### src/sv/kway_merge_sum_saturate_assert.svh
// ----------------------------------------------------------------------------
// kway_merge_sum_saturate assertion macros
// Concurrent assertion wrappers shared by the merge RTL; ASSERT_OFF drops them.
// ----------------------------------------------------------------------------
`ifndef KWAY_MERGE_SUM_SATURATE_ASSERT_SVH
`define KWAY_MERGE_SUM_SATURATE_ASSERT_SVH
`ifndef ASSERT_OFF
`define KMS_ASSERT(lbl, clk, rst, prop, msg) \
  lbl: assert property (@(posedge clk) disable iff (rst) prop) else $error(msg);
`define KMS_NEVER(lbl, clk, rst, cond, msg) \
  lbl: assert property (@(posedge clk) disable iff (rst) !(cond)) else $error(msg);
`else
`define KMS_ASSERT(lbl, clk, rst, prop, msg)
`define KMS_NEVER(lbl, clk, rst, cond, msg)
`endif
`endif

### src/sv/kms_pkg.sv
// ----------------------------------------------------------------------------
// kms_pkg
// Port widths, parameter defaults and cell control and status types for the K-way merge.
// ----------------------------------------------------------------------------
package kms_pkg;

  localparam int PORT_KEY_W   = 64;
  localparam int PORT_COUNT_W = 32;
  localparam int PORT_MASK_W  = 8;
  localparam int PORT_ID_W    = 3;
  localparam int CFG_W        = 4;

  localparam int DEF_MAX_STREAMS = 8;
  localparam int DEF_KEY_BITS    = 64;
  localparam int DEF_COUNT_BITS  = 32;

  localparam logic [CFG_W-1:0] RESET_STREAM_COUNT = CFG_W'(2);

  typedef struct packed {
    logic active;
    logic load;
    logic finish;
    logic update;
    logic consume;
    logic restart;
  } kms_cell_ctrl_t;

  typedef struct packed {
    logic ready;
    logic holds;
    logic present;
    logic finished;
  } kms_cell_status_t;

endpackage

### src/sv/kms_cell.sv
// ----------------------------------------------------------------------------
// kms_cell
// One stream slot: holds the stream head and folds it into the running
// minimum key, saturating count sum and consumed mask passed along the row.
// ----------------------------------------------------------------------------
module kms_cell
  import kms_pkg::*;
#(
  parameter int MAX_STREAMS = DEF_MAX_STREAMS,
  parameter int KEY_BITS    = DEF_KEY_BITS,
  parameter int COUNT_BITS  = DEF_COUNT_BITS,
  parameter int IDX         = 0
) (
  input  logic                   clk,
  input  logic                   rst,
  input  kms_cell_ctrl_t         ctrl,
  input  logic [KEY_BITS-1:0]    in_key,
  input  logic [COUNT_BITS-1:0]  in_count,
  input  logic                   left_any,
  input  logic [KEY_BITS-1:0]    left_key,
  input  logic [COUNT_BITS-1:0]  left_sum,
  input  logic [MAX_STREAMS-1:0] left_mask,
  output logic                   right_any,
  output logic [KEY_BITS-1:0]    right_key,
  output logic [COUNT_BITS-1:0]  right_sum,
  output logic [MAX_STREAMS-1:0] right_mask,
  output kms_cell_status_t       status
);

  localparam logic [MAX_STREAMS-1:0] OWN_BIT = MAX_STREAMS'(1) << IDX;

  logic [KEY_BITS-1:0]   head_key;
  logic [COUNT_BITS-1:0] head_count;
  logic                  present;
  logic                  finished;

  logic                  load_ok;
  logic [KEY_BITS-1:0]   key_v;
  logic [COUNT_BITS-1:0] cnt_v;
  logic                  pres_v;
  logic                  fin_v;
  logic [COUNT_BITS:0]   sum_wide;

  always_comb begin
    load_ok  = ctrl.load && !finished;
    key_v    = load_ok ? in_key : head_key;
    cnt_v    = load_ok ? in_count : head_count;
    pres_v   = present || load_ok;
    fin_v    = finished || ctrl.finish;
    sum_wide = {1'b0, left_sum} + {1'b0, cnt_v};

    right_any  = left_any;
    right_key  = left_key;
    right_sum  = left_sum;
    right_mask = left_mask;
    if (ctrl.active && pres_v) begin
      if (!left_any || key_v < left_key) begin
        right_any  = 1'b1;
        right_key  = key_v;
        right_sum  = cnt_v;
        right_mask = OWN_BIT;
      end else if (key_v == left_key) begin
        right_sum  = sum_wide[COUNT_BITS] ? '1 : sum_wide[COUNT_BITS-1:0];
        right_mask = left_mask | OWN_BIT;
      end
    end

    status.ready    = !ctrl.active || pres_v || fin_v;
    status.holds    = ctrl.active && pres_v;
    status.present  = present;
    status.finished = finished;
  end

  always_ff @(posedge clk) begin
    if (rst) begin
      present  <= 1'b0;
      finished <= 1'b0;
    end else if (ctrl.update) begin
      present  <= pres_v && !ctrl.consume;
      finished <= fin_v && !ctrl.restart;
    end
  end

  always_ff @(posedge clk) begin
    if (ctrl.update && load_ok) begin
      head_key   <= in_key;
      head_count <= in_count;
    end
  end

endmodule

### src/sv/kway_merge_sum_saturate.sv
// ----------------------------------------------------------------------------
// kway_merge_sum_saturate
// Merges up to MAX_STREAMS ascending key streams into one ascending stream,
// summing the counts of equal keys with saturation.
//
//   channel  handshake            payload
//   -------  -------------------  ----------------------------------------------
//   in       in_valid / in_ready  stream_id, key, count, exhausted
//   out      out_valid/out_ready  merged_key, merged_count, consumed_mask,
//                                 block_end
//   cfg      cfg_we               cfg_wdata (stream_count)
//
// One input beat is taken every cycle while in_ready is high; its result, if
// any, goes to the output register or, while the output stalls, to the skid
// entry. The minimum search runs along the row of stream cells in the same
// cycle as the head update. Reset clears all head and exhaustion marks, sets
// stream_count to 2 and empties the output. The output register plus one skid
// entry absorb stalls; in_ready drops only while the skid entry is occupied.
// ----------------------------------------------------------------------------
`include "kway_merge_sum_saturate_assert.svh"

module kway_merge_sum_saturate
  import kms_pkg::*;
#(
  parameter int MAX_STREAMS = DEF_MAX_STREAMS,
  parameter int KEY_BITS    = DEF_KEY_BITS,
  parameter int COUNT_BITS  = DEF_COUNT_BITS
) (
  input  logic                    clk,
  input  logic                    rst,
  input  logic                    cfg_we,
  input  logic [CFG_W-1:0]        cfg_wdata,
  input  logic                    in_valid,
  output logic                    in_ready,
  input  logic [PORT_ID_W-1:0]    stream_id,
  input  logic [PORT_KEY_W-1:0]   key,
  input  logic [PORT_COUNT_W-1:0] count,
  input  logic                    exhausted,
  output logic                    out_valid,
  input  logic                    out_ready,
  output logic [PORT_KEY_W-1:0]   merged_key,
  output logic [PORT_COUNT_W-1:0] merged_count,
  output logic [PORT_MASK_W-1:0]  consumed_mask,
  output logic                    block_end
);

  localparam int NW = $clog2(MAX_STREAMS + 1);

  logic [CFG_W-1:0] stream_count;
  logic [NW-1:0]    n_eff;

  logic [KEY_BITS+PORT_KEY_W-1:0]     key_ext;
  logic [COUNT_BITS+PORT_COUNT_W-1:0] count_ext;
  logic [KEY_BITS-1:0]                in_key;
  logic [COUNT_BITS-1:0]              in_count;

  logic                   chain_any  [MAX_STREAMS+1];
  logic [KEY_BITS-1:0]    chain_key  [MAX_STREAMS+1];
  logic [COUNT_BITS-1:0]  chain_sum  [MAX_STREAMS+1];
  logic [MAX_STREAMS-1:0] chain_mask [MAX_STREAMS+1];

  kms_cell_ctrl_t   ctrl   [MAX_STREAMS];
  kms_cell_status_t status [MAX_STREAMS];

  logic [MAX_STREAMS-1:0] ready_vec;
  logic [MAX_STREAMS-1:0] holds_vec;
  logic [MAX_STREAMS-1:0] present_vec;
  logic [MAX_STREAMS-1:0] finished_vec;

  logic in_fire;
  logic out_fire;
  logic res_valid;
  logic res_end;
  logic push;

  logic [PORT_KEY_W-1:0]   res_key;
  logic [PORT_COUNT_W-1:0] res_count;
  logic [PORT_MASK_W-1:0]  res_mask;

  logic [KEY_BITS+PORT_KEY_W-1:0]       res_key_ext;
  logic [COUNT_BITS+PORT_COUNT_W-1:0]   res_count_ext;
  logic [MAX_STREAMS+PORT_MASK_W-1:0]   res_mask_ext;

  logic                    skid_valid;
  logic [PORT_KEY_W-1:0]   skid_key;
  logic [PORT_COUNT_W-1:0] skid_count;
  logic [PORT_MASK_W-1:0]  skid_mask;
  logic                    skid_end;

  always_ff @(posedge clk) begin
    if (rst) begin
      stream_count <= RESET_STREAM_COUNT;
    end else if (cfg_we) begin
      stream_count <= cfg_wdata;
    end
  end

  always_comb begin
    if (stream_count == '0) begin
      n_eff = NW'(1);
    end else if (int'(stream_count) > MAX_STREAMS) begin
      n_eff = NW'(MAX_STREAMS);
    end else begin
      n_eff = NW'(stream_count);
    end
  end

  assign key_ext   = {{KEY_BITS{1'b0}}, key};
  assign count_ext = {{COUNT_BITS{1'b0}}, count};
  assign in_key    = key_ext[KEY_BITS-1:0];
  assign in_count  = count_ext[COUNT_BITS-1:0];

  assign in_ready = !skid_valid;
  assign in_fire  = in_valid && in_ready;
  assign out_fire = out_valid && out_ready;

  assign chain_any[0]  = 1'b0;
  assign chain_key[0]  = '0;
  assign chain_sum[0]  = '0;
  assign chain_mask[0] = '0;

  for (genvar i = 0; i < MAX_STREAMS; i++) begin : g_cell
    logic hit;

    assign hit = (i < int'(n_eff)) && (int'(stream_id) == i);

    always_comb begin
      ctrl[i].active  = i < int'(n_eff);
      ctrl[i].load    = hit && !exhausted;
      ctrl[i].finish  = hit && exhausted;
      ctrl[i].update  = in_fire;
      ctrl[i].consume = res_valid && !res_end && chain_mask[MAX_STREAMS][i];
      ctrl[i].restart = res_valid && res_end;
    end

    kms_cell #(
      .MAX_STREAMS (MAX_STREAMS),
      .KEY_BITS    (KEY_BITS),
      .COUNT_BITS  (COUNT_BITS),
      .IDX         (i)
    ) u_cell (
      .clk        (clk),
      .rst        (rst),
      .ctrl       (ctrl[i]),
      .in_key     (in_key),
      .in_count   (in_count),
      .left_any   (chain_any[i]),
      .left_key   (chain_key[i]),
      .left_sum   (chain_sum[i]),
      .left_mask  (chain_mask[i]),
      .right_any  (chain_any[i+1]),
      .right_key  (chain_key[i+1]),
      .right_sum  (chain_sum[i+1]),
      .right_mask (chain_mask[i+1]),
      .status     (status[i])
    );

    assign ready_vec[i]    = status[i].ready;
    assign holds_vec[i]    = status[i].holds;
    assign present_vec[i]  = status[i].present;
    assign finished_vec[i] = status[i].finished;
  end

  assign res_valid = &ready_vec;
  assign res_end   = !(|holds_vec);
  assign push      = in_fire && res_valid;

  assign res_key_ext   = {{PORT_KEY_W{1'b0}}, chain_key[MAX_STREAMS]};
  assign res_count_ext = {{PORT_COUNT_W{1'b0}}, chain_sum[MAX_STREAMS]};
  assign res_mask_ext  = {{PORT_MASK_W{1'b0}}, chain_mask[MAX_STREAMS]};

  assign res_key   = res_end ? '0 : res_key_ext[PORT_KEY_W-1:0];
  assign res_count = res_end ? '0 : res_count_ext[PORT_COUNT_W-1:0];
  assign res_mask  = res_end ? '0 : res_mask_ext[PORT_MASK_W-1:0];

  always_ff @(posedge clk) begin
    if (rst) begin
      out_valid  <= 1'b0;
      skid_valid <= 1'b0;
    end else if (!out_valid || out_fire) begin
      out_valid  <= skid_valid || push;
      skid_valid <= skid_valid && push;
    end else if (push) begin
      skid_valid <= 1'b1;
    end
  end

  always_ff @(posedge clk) begin
    if (!out_valid || out_fire) begin
      if (skid_valid) begin
        merged_key    <= skid_key;
        merged_count  <= skid_count;
        consumed_mask <= skid_mask;
        block_end     <= skid_end;
      end else begin
        merged_key    <= res_key;
        merged_count  <= res_count;
        consumed_mask <= res_mask;
        block_end     <= res_end;
      end
    end
    if (push && (skid_valid || (out_valid && !out_fire))) begin
      skid_key   <= res_key;
      skid_count <= res_count;
      skid_mask  <= res_mask;
      skid_end   <= res_end;
    end
  end

  `KMS_NEVER(a_skid_behind_out, clk, rst, skid_valid && !out_valid,
             "Skid entry occupied while the output register is empty.")
  `KMS_ASSERT(a_end_clears_marks, clk, rst, push && res_end |=> finished_vec == '0,
              "Exhaustion marks survived a block end.")
  `KMS_ASSERT(a_consumed_cleared, clk, rst,
              push && !res_end |=> (present_vec & $past(chain_mask[MAX_STREAMS])) == '0,
              "A consumed head is still marked present.")
  `KMS_NEVER(a_merge_has_source, clk, rst, push && !res_end && chain_mask[MAX_STREAMS] == '0,
             "Merged result without any consumed stream.")

endmodule

### config.mk
export PLATFORM = sky130hd
export DESIGN_NAME = kway_merge_sum_saturate
export DESIGN_NICKNAME = d
export VERILOG_FILES = /design/src/sv/kms_pkg.sv /design/src/sv/kms_cell.sv /design/src/sv/kway_merge_sum_saturate.sv
export VERILOG_INCLUDE_DIRS = /design/src /design/src/sv
export SDC_FILE = /design/constraint.sdc
export NUM_CORES = 2
export LEC_CHECK = 0
export BUFFER_PORTS_ARGS = -buffer_cell sky130_fd_sc_hd__buf_2
export CAP_MARGIN = 5
export CELL_PAD_IN_SITES_DETAIL_PLACEMENT = 0
export CELL_PAD_IN_SITES_GLOBAL_PLACEMENT = 2
export CORE_MARGIN = 2
export CORE_UTILIZATION = 43
export DETAILED_ROUTE_END_ITERATION = 16
export PLACE_DENSITY = 0.91
export RECOVER_POWER = 25
export SKIP_LAST_GASP = 1
export SYNTH_ARGS = -nofsm -noshare
export SYNTH_HDL_FRONTEND = slang
export SYNTH_HIERARCHICAL = 1
export SYNTH_SLANG_ARGS = --single-unit
### constraint.sdc
create_clock -name clk -period 25.6 [get_ports clk]
set_clock_uncertainty 0.2 [all_clocks]
set_input_delay 3.84 -clock clk [delete_from_list [all_inputs] [get_ports clk]]
set_output_delay 3.84 -clock clk [all_outputs]
set_load 0.05 [all_outputs]
# Word level (Yosys, flattened, before mapping)
# Index checks and enable logic that the tools add are counted.
[totals]
ff_bits = 1000
wordCells = 350
in_bits = 109
out_inout_bits = 107
[classes]
muxes = 106
order_cmp = 16
n_addsub = 7
n_eq_ne = 14
reduce_logical = 164
[ops]
columns = ["cell", "n"]
rows = [
  ["2-to-1 mux 64 bit", 25],
  ["2-to-1 mux 32 bit", 39],
  ["== test 64 bit", 7],
  ["less-than comparator 64 bit", 7],
  ["adder 32 x 32 -> 33 bit", 7],
  ["2-to-1 mux 8 bit", 17],
  ["logical AND 1 bit", 80],
  ["logical OR 1 bit", 42],
  ["logical NOT 1 bit", 37],
  ["2-to-1 mux 1 bit", 17],
  ["less-than comparator 3 x 4 -> 1 bit, first input constant", 4],
  ["== test 3 bit, second input constant", 4],
  ["2-to-1 mux 4 bit", 3],
  ["less-than comparator 1 x 4 -> 1 bit, first input constant", 2],
  ["less-than comparator 2 x 4 -> 1 bit, first input constant", 2],
  ["AND reduction 8 bit", 1],
  ["OR reduction 8 bit", 1],
  ["2-to-1 mux 7 bit", 1],
  ["== test 3 x 2 -> 1 bit, second input constant", 2],
  ["2-to-1 mux 6 bit", 1],
  ["2-to-1 mux 5 bit", 1],
  ["greater-than comparator 4 bit, second input constant", 1],
  ["logical NOT 4 bit", 1],
  ["== test 3 x 1 -> 1 bit, second input constant", 1],
  ["other kinds (4)", 4],
]

# Depth between registers and ports, before layout
[depth]
word_depth = 47
mapped_depth = 105
depth_no_buf = 96

# Hierarchy
# Netlist, hierarchy kept.
[modules_own_cells]
columns = ["mod", "seq_area_each_um2", "area_per_inst_um2", "cells_per_inst", "instances"]
rows = [
  ["kms_cell at g_cell[0].u_cell ...", 2922.8, 8909.8, 845, 4],
  ["kway_merge_sum_saturate", 6426.2, 9323.9, 652, 1],
  ["kms_cell at g_cell[1].u_cell", 2922.8, 9093.7, 895, 1],
  ["kms_cell at g_cell[5].u_cell", 2922.8, 8638.3, 905, 1],
  ["kms_cell at g_cell[6].u_cell", 2922.8, 8600.7, 929, 1],
  ["kms_cell at g_cell[7].u_cell", 2922.8, 8589.5, 922, 1],
]

# Least setup slack after synthesis
# Ideal clock, no wire load.
[synth_timing]
path_type = "input -> register"
start = "input exhausted"
end = "register merged_count[10], data pin"
path_buffers = 14
setup_slack_ns = 3.235
t_required_ns = 25.144
arrival_time_ns = 21.909
setup_time_ns = 0.256
stages = 91
cell_sequence = "clkbuf_1 > nor4_1 > nor2b_1 > clkbuf_1 > buf_1 > clkbuf_1 > mux2_2 > mux2_2 > inv_1 > ha_1 > a41oi_1 > o21ai_1 > a221o_1 > o311a_1 > nor4_4 > o21ai_2 > buf_2 > mux2_1 > [55 not listed] > a211o_1 > nand3_1 > nor3_4 > buf_4 > a21oi_1 > ha_1 > buf_4 > a211oi_1 > o21ai_0 > a211o_1 > a2111oi_2 > o21a_1 > a31o_2 > nand2_2 > buf_2 > o22ai_1 > a21oi_1 > a31o_2"
[synth_lines]
columns = ["element", "line_no", "source"]
rows = [
  ["start, declared", "kway_merge_sum_saturate.sv:38", "input logic exhausted,"],
  ["end signal, assigned", "kway_merge_sum_saturate.sv:192", "merged_count <= skid_count;"],
  ["end signal, assigned", "kway_merge_sum_saturate.sv:197", "merged_count <= res_count;"],
  ["end, declared", "kway_merge_sum_saturate.sv:42", "output logic [PORT_COUNT_W-1:0] merged_count,"],
]

==> metrics.txt <==
status=complete, but fails checks; failing checks=slew limit; flop2flop setup slack=3.80 ns; worst path required time=26.03 ns; DRT antenna net count=0; CP most frequent cell=a21oi_1; final setup TNS=0 ns; CTS Buf Count=121; kind of critical path=in2reg; Sw Pwr=0.00142 W; IO buf count=215; Flop pwr share=38.8%; Crit. End Element=flip-flop; core region area=0.185 mm^2; drt drc=0; vias in the first global route=63689; Worst Hold End=g_cell[3].u_cell/present; DR vias/cell=5.63; Hold-fix buffers, CTS=0; Pwr Density=49.7 mW/mm^2; Slowest cell on crit path=fa_1; drt total wl=256000 um; Logic pwr share=24.5%; commonest non-fill, non-tap cell in the layout=edfxtp_1; clock share of power=36.7%; CTS tree=yes; delay of the slowest cell on the worst path=0.47 ns; Power Internal=0.00331 W; Pwr Total=0.00473 W; crit path time final=24.50 ns; Max Cap Violations=0; initial antenna violation count=8; upper clock frequency limit=40.8 MHz; clock sinks=1000; crit path launch type=primary input; total iterations of the first detailed-routing run=6; Syn Inst Count=7666; Max-slew headroom=-68.6%; Reg-to-Reg Start=stream_count[3]; LEAKAGE=40.0 nW; global-route wire length before repair=385000 um; hold path start=g_cell[3].u_cell/present; die area=0.189 mm^2; fin util=51.4%; maximum VDD drop=60.7 uV; reg-to-reg endpoint=merged_count[20]; critical path fanouts, max=29; Synth warnings=6; switch share=30.0%; WP data arrival=24.93 ns; All-Layer GR Usage=26.4%; Max Buffers Root-to-Sink=3; Min-Delay Path Depth=1; Final Cycle Share=95.7%; r2r worst-path depth=91; mapped cell area=0.0798 mm^2; multi-input logic area=0.0470 mm^2; share of cells above drive strength 1=29.0%; Final Max Tran Viols=38; Place WS=0.129 ns; Iteration-0 DRC Markers=5144; Hold Fails Final Rpt=0; pin count of the biggest net entering global routing=99; Cell Area, Placed=0.0912 mm^2; post-DR wirelength/cell=22.3 um; register area=0.0298 mm^2; Vias=64675; I/O pin cnt=216; starting density of the core=43.2%; die width=435 um; RD Place Congestion=0.971; clock latency at the later pin of the worst-skew pair=0.80 ns; Avg Synthesized Cell Area=10.4 um^2; post-route cell area=0.0951 mm^2; Synth-to-Final Area Change=19.2%; CTS clk-pin slew, worst paths=0.06 ns; DP Wirelength=196000 um; slew at the pin closest to its max-slew limit=2.51 ns; total congestion overflow=0; H-tree depth=3; setup ws final=1.10 ns; Root Buffer=clkbuf_16; post-layout net count=9789; Row Count=158; HP Class=reg2reg; Die Ht=435 um; Final setup viols=0; Filler Cell Count=16575; commonest cells after routing, fill and taps aside=edfxtp_1 (978), buf_4 (958), mux2_2 (813), ha_1 (768), a21oi_1 (738)
==> layout make-up <==
type                    instances  area share (%)
repair buffers               1235            9.44
clock inverters                74           0.708
multi-input cells            5937            49.4
clock buffers                 150            3.41
diodes                          6          0.0158
inverters                     609            2.41
flip-flops and latches       1000            31.4
well taps                    2480            3.26
==> worst max-delay path, delay by kind of cell <==
kind	cells	cell delay, ns
compound gates	41	10.14
simple gates	26	4.22
fa+ha+maj	13	4.21
buf+inv	16	2.38
==> how the worst max path moves through the flow <==
stage | from | end | cells past startpoint
6_report | stream_id[0] | merged_count[20] | 96
5_1_grt | exhausted | merged_count[20] | 99
4_1_cts | exhausted | merged_count[14] | 99
3_5_place_dp | stream_id[1] | merged_count[14] | 96
3_3_place_gp | stream_id[0] | merged_count[20] | 95
2_1_floorplan | exhausted | merged_count[10] | 91
==> power groups by stage <==
stage	Combinational, W	Clock (W)	Sequential (W)
after floorplan	0.000658	0	0.00191
after global placement	0.00112	0	0.00187
after detailed placement	0.00114	0	0.00187
after CTS	0.00115	0.00176	0.00183
after global routing	0.00127	0.00182	0.00183
final	0.00116	0.00173	0.00183
==> metal layers <==
layer / routed length [um] / track usage (%)
met4: 9540 / 9.72
met2: 117000 / 43.1
met1: 115000 / 35.8
met3: 14700 / 3.32
met5: 26 / 0
==> sequential cells by signal, indices dropped and copies added, names as in the netlist <==
register	flops
g_cell.u_cell/head_key	512
g_cell.u_cell/head_count	256
merged_key	64
skid_key	64
merged_count	32
skid_count	32
consumed_mask	8
g_cell.u_cell/finished	8
g_cell.u_cell/present	8
skid_mask	8
stream_count	4
block_end	1
out_valid	1
skid_end	1
skid_valid	1
==> repair_timing <==
item                       CTS  global route
setup endpoints to repair    0           176
buffers inserted             0             2
resized for setup            0             9
==> metrics by stage <==
stage / hold WS, ns / std cells
after floorplan: 0.259 / 7869
after global placement: 0.300 / 11258
after detailed placement: 0.309 / 11258
after CTS: 0.326 / 11482
after global routing: 0.363 / 11487
final: 0.323 / 11491
(Power assumes the default switching activity.)
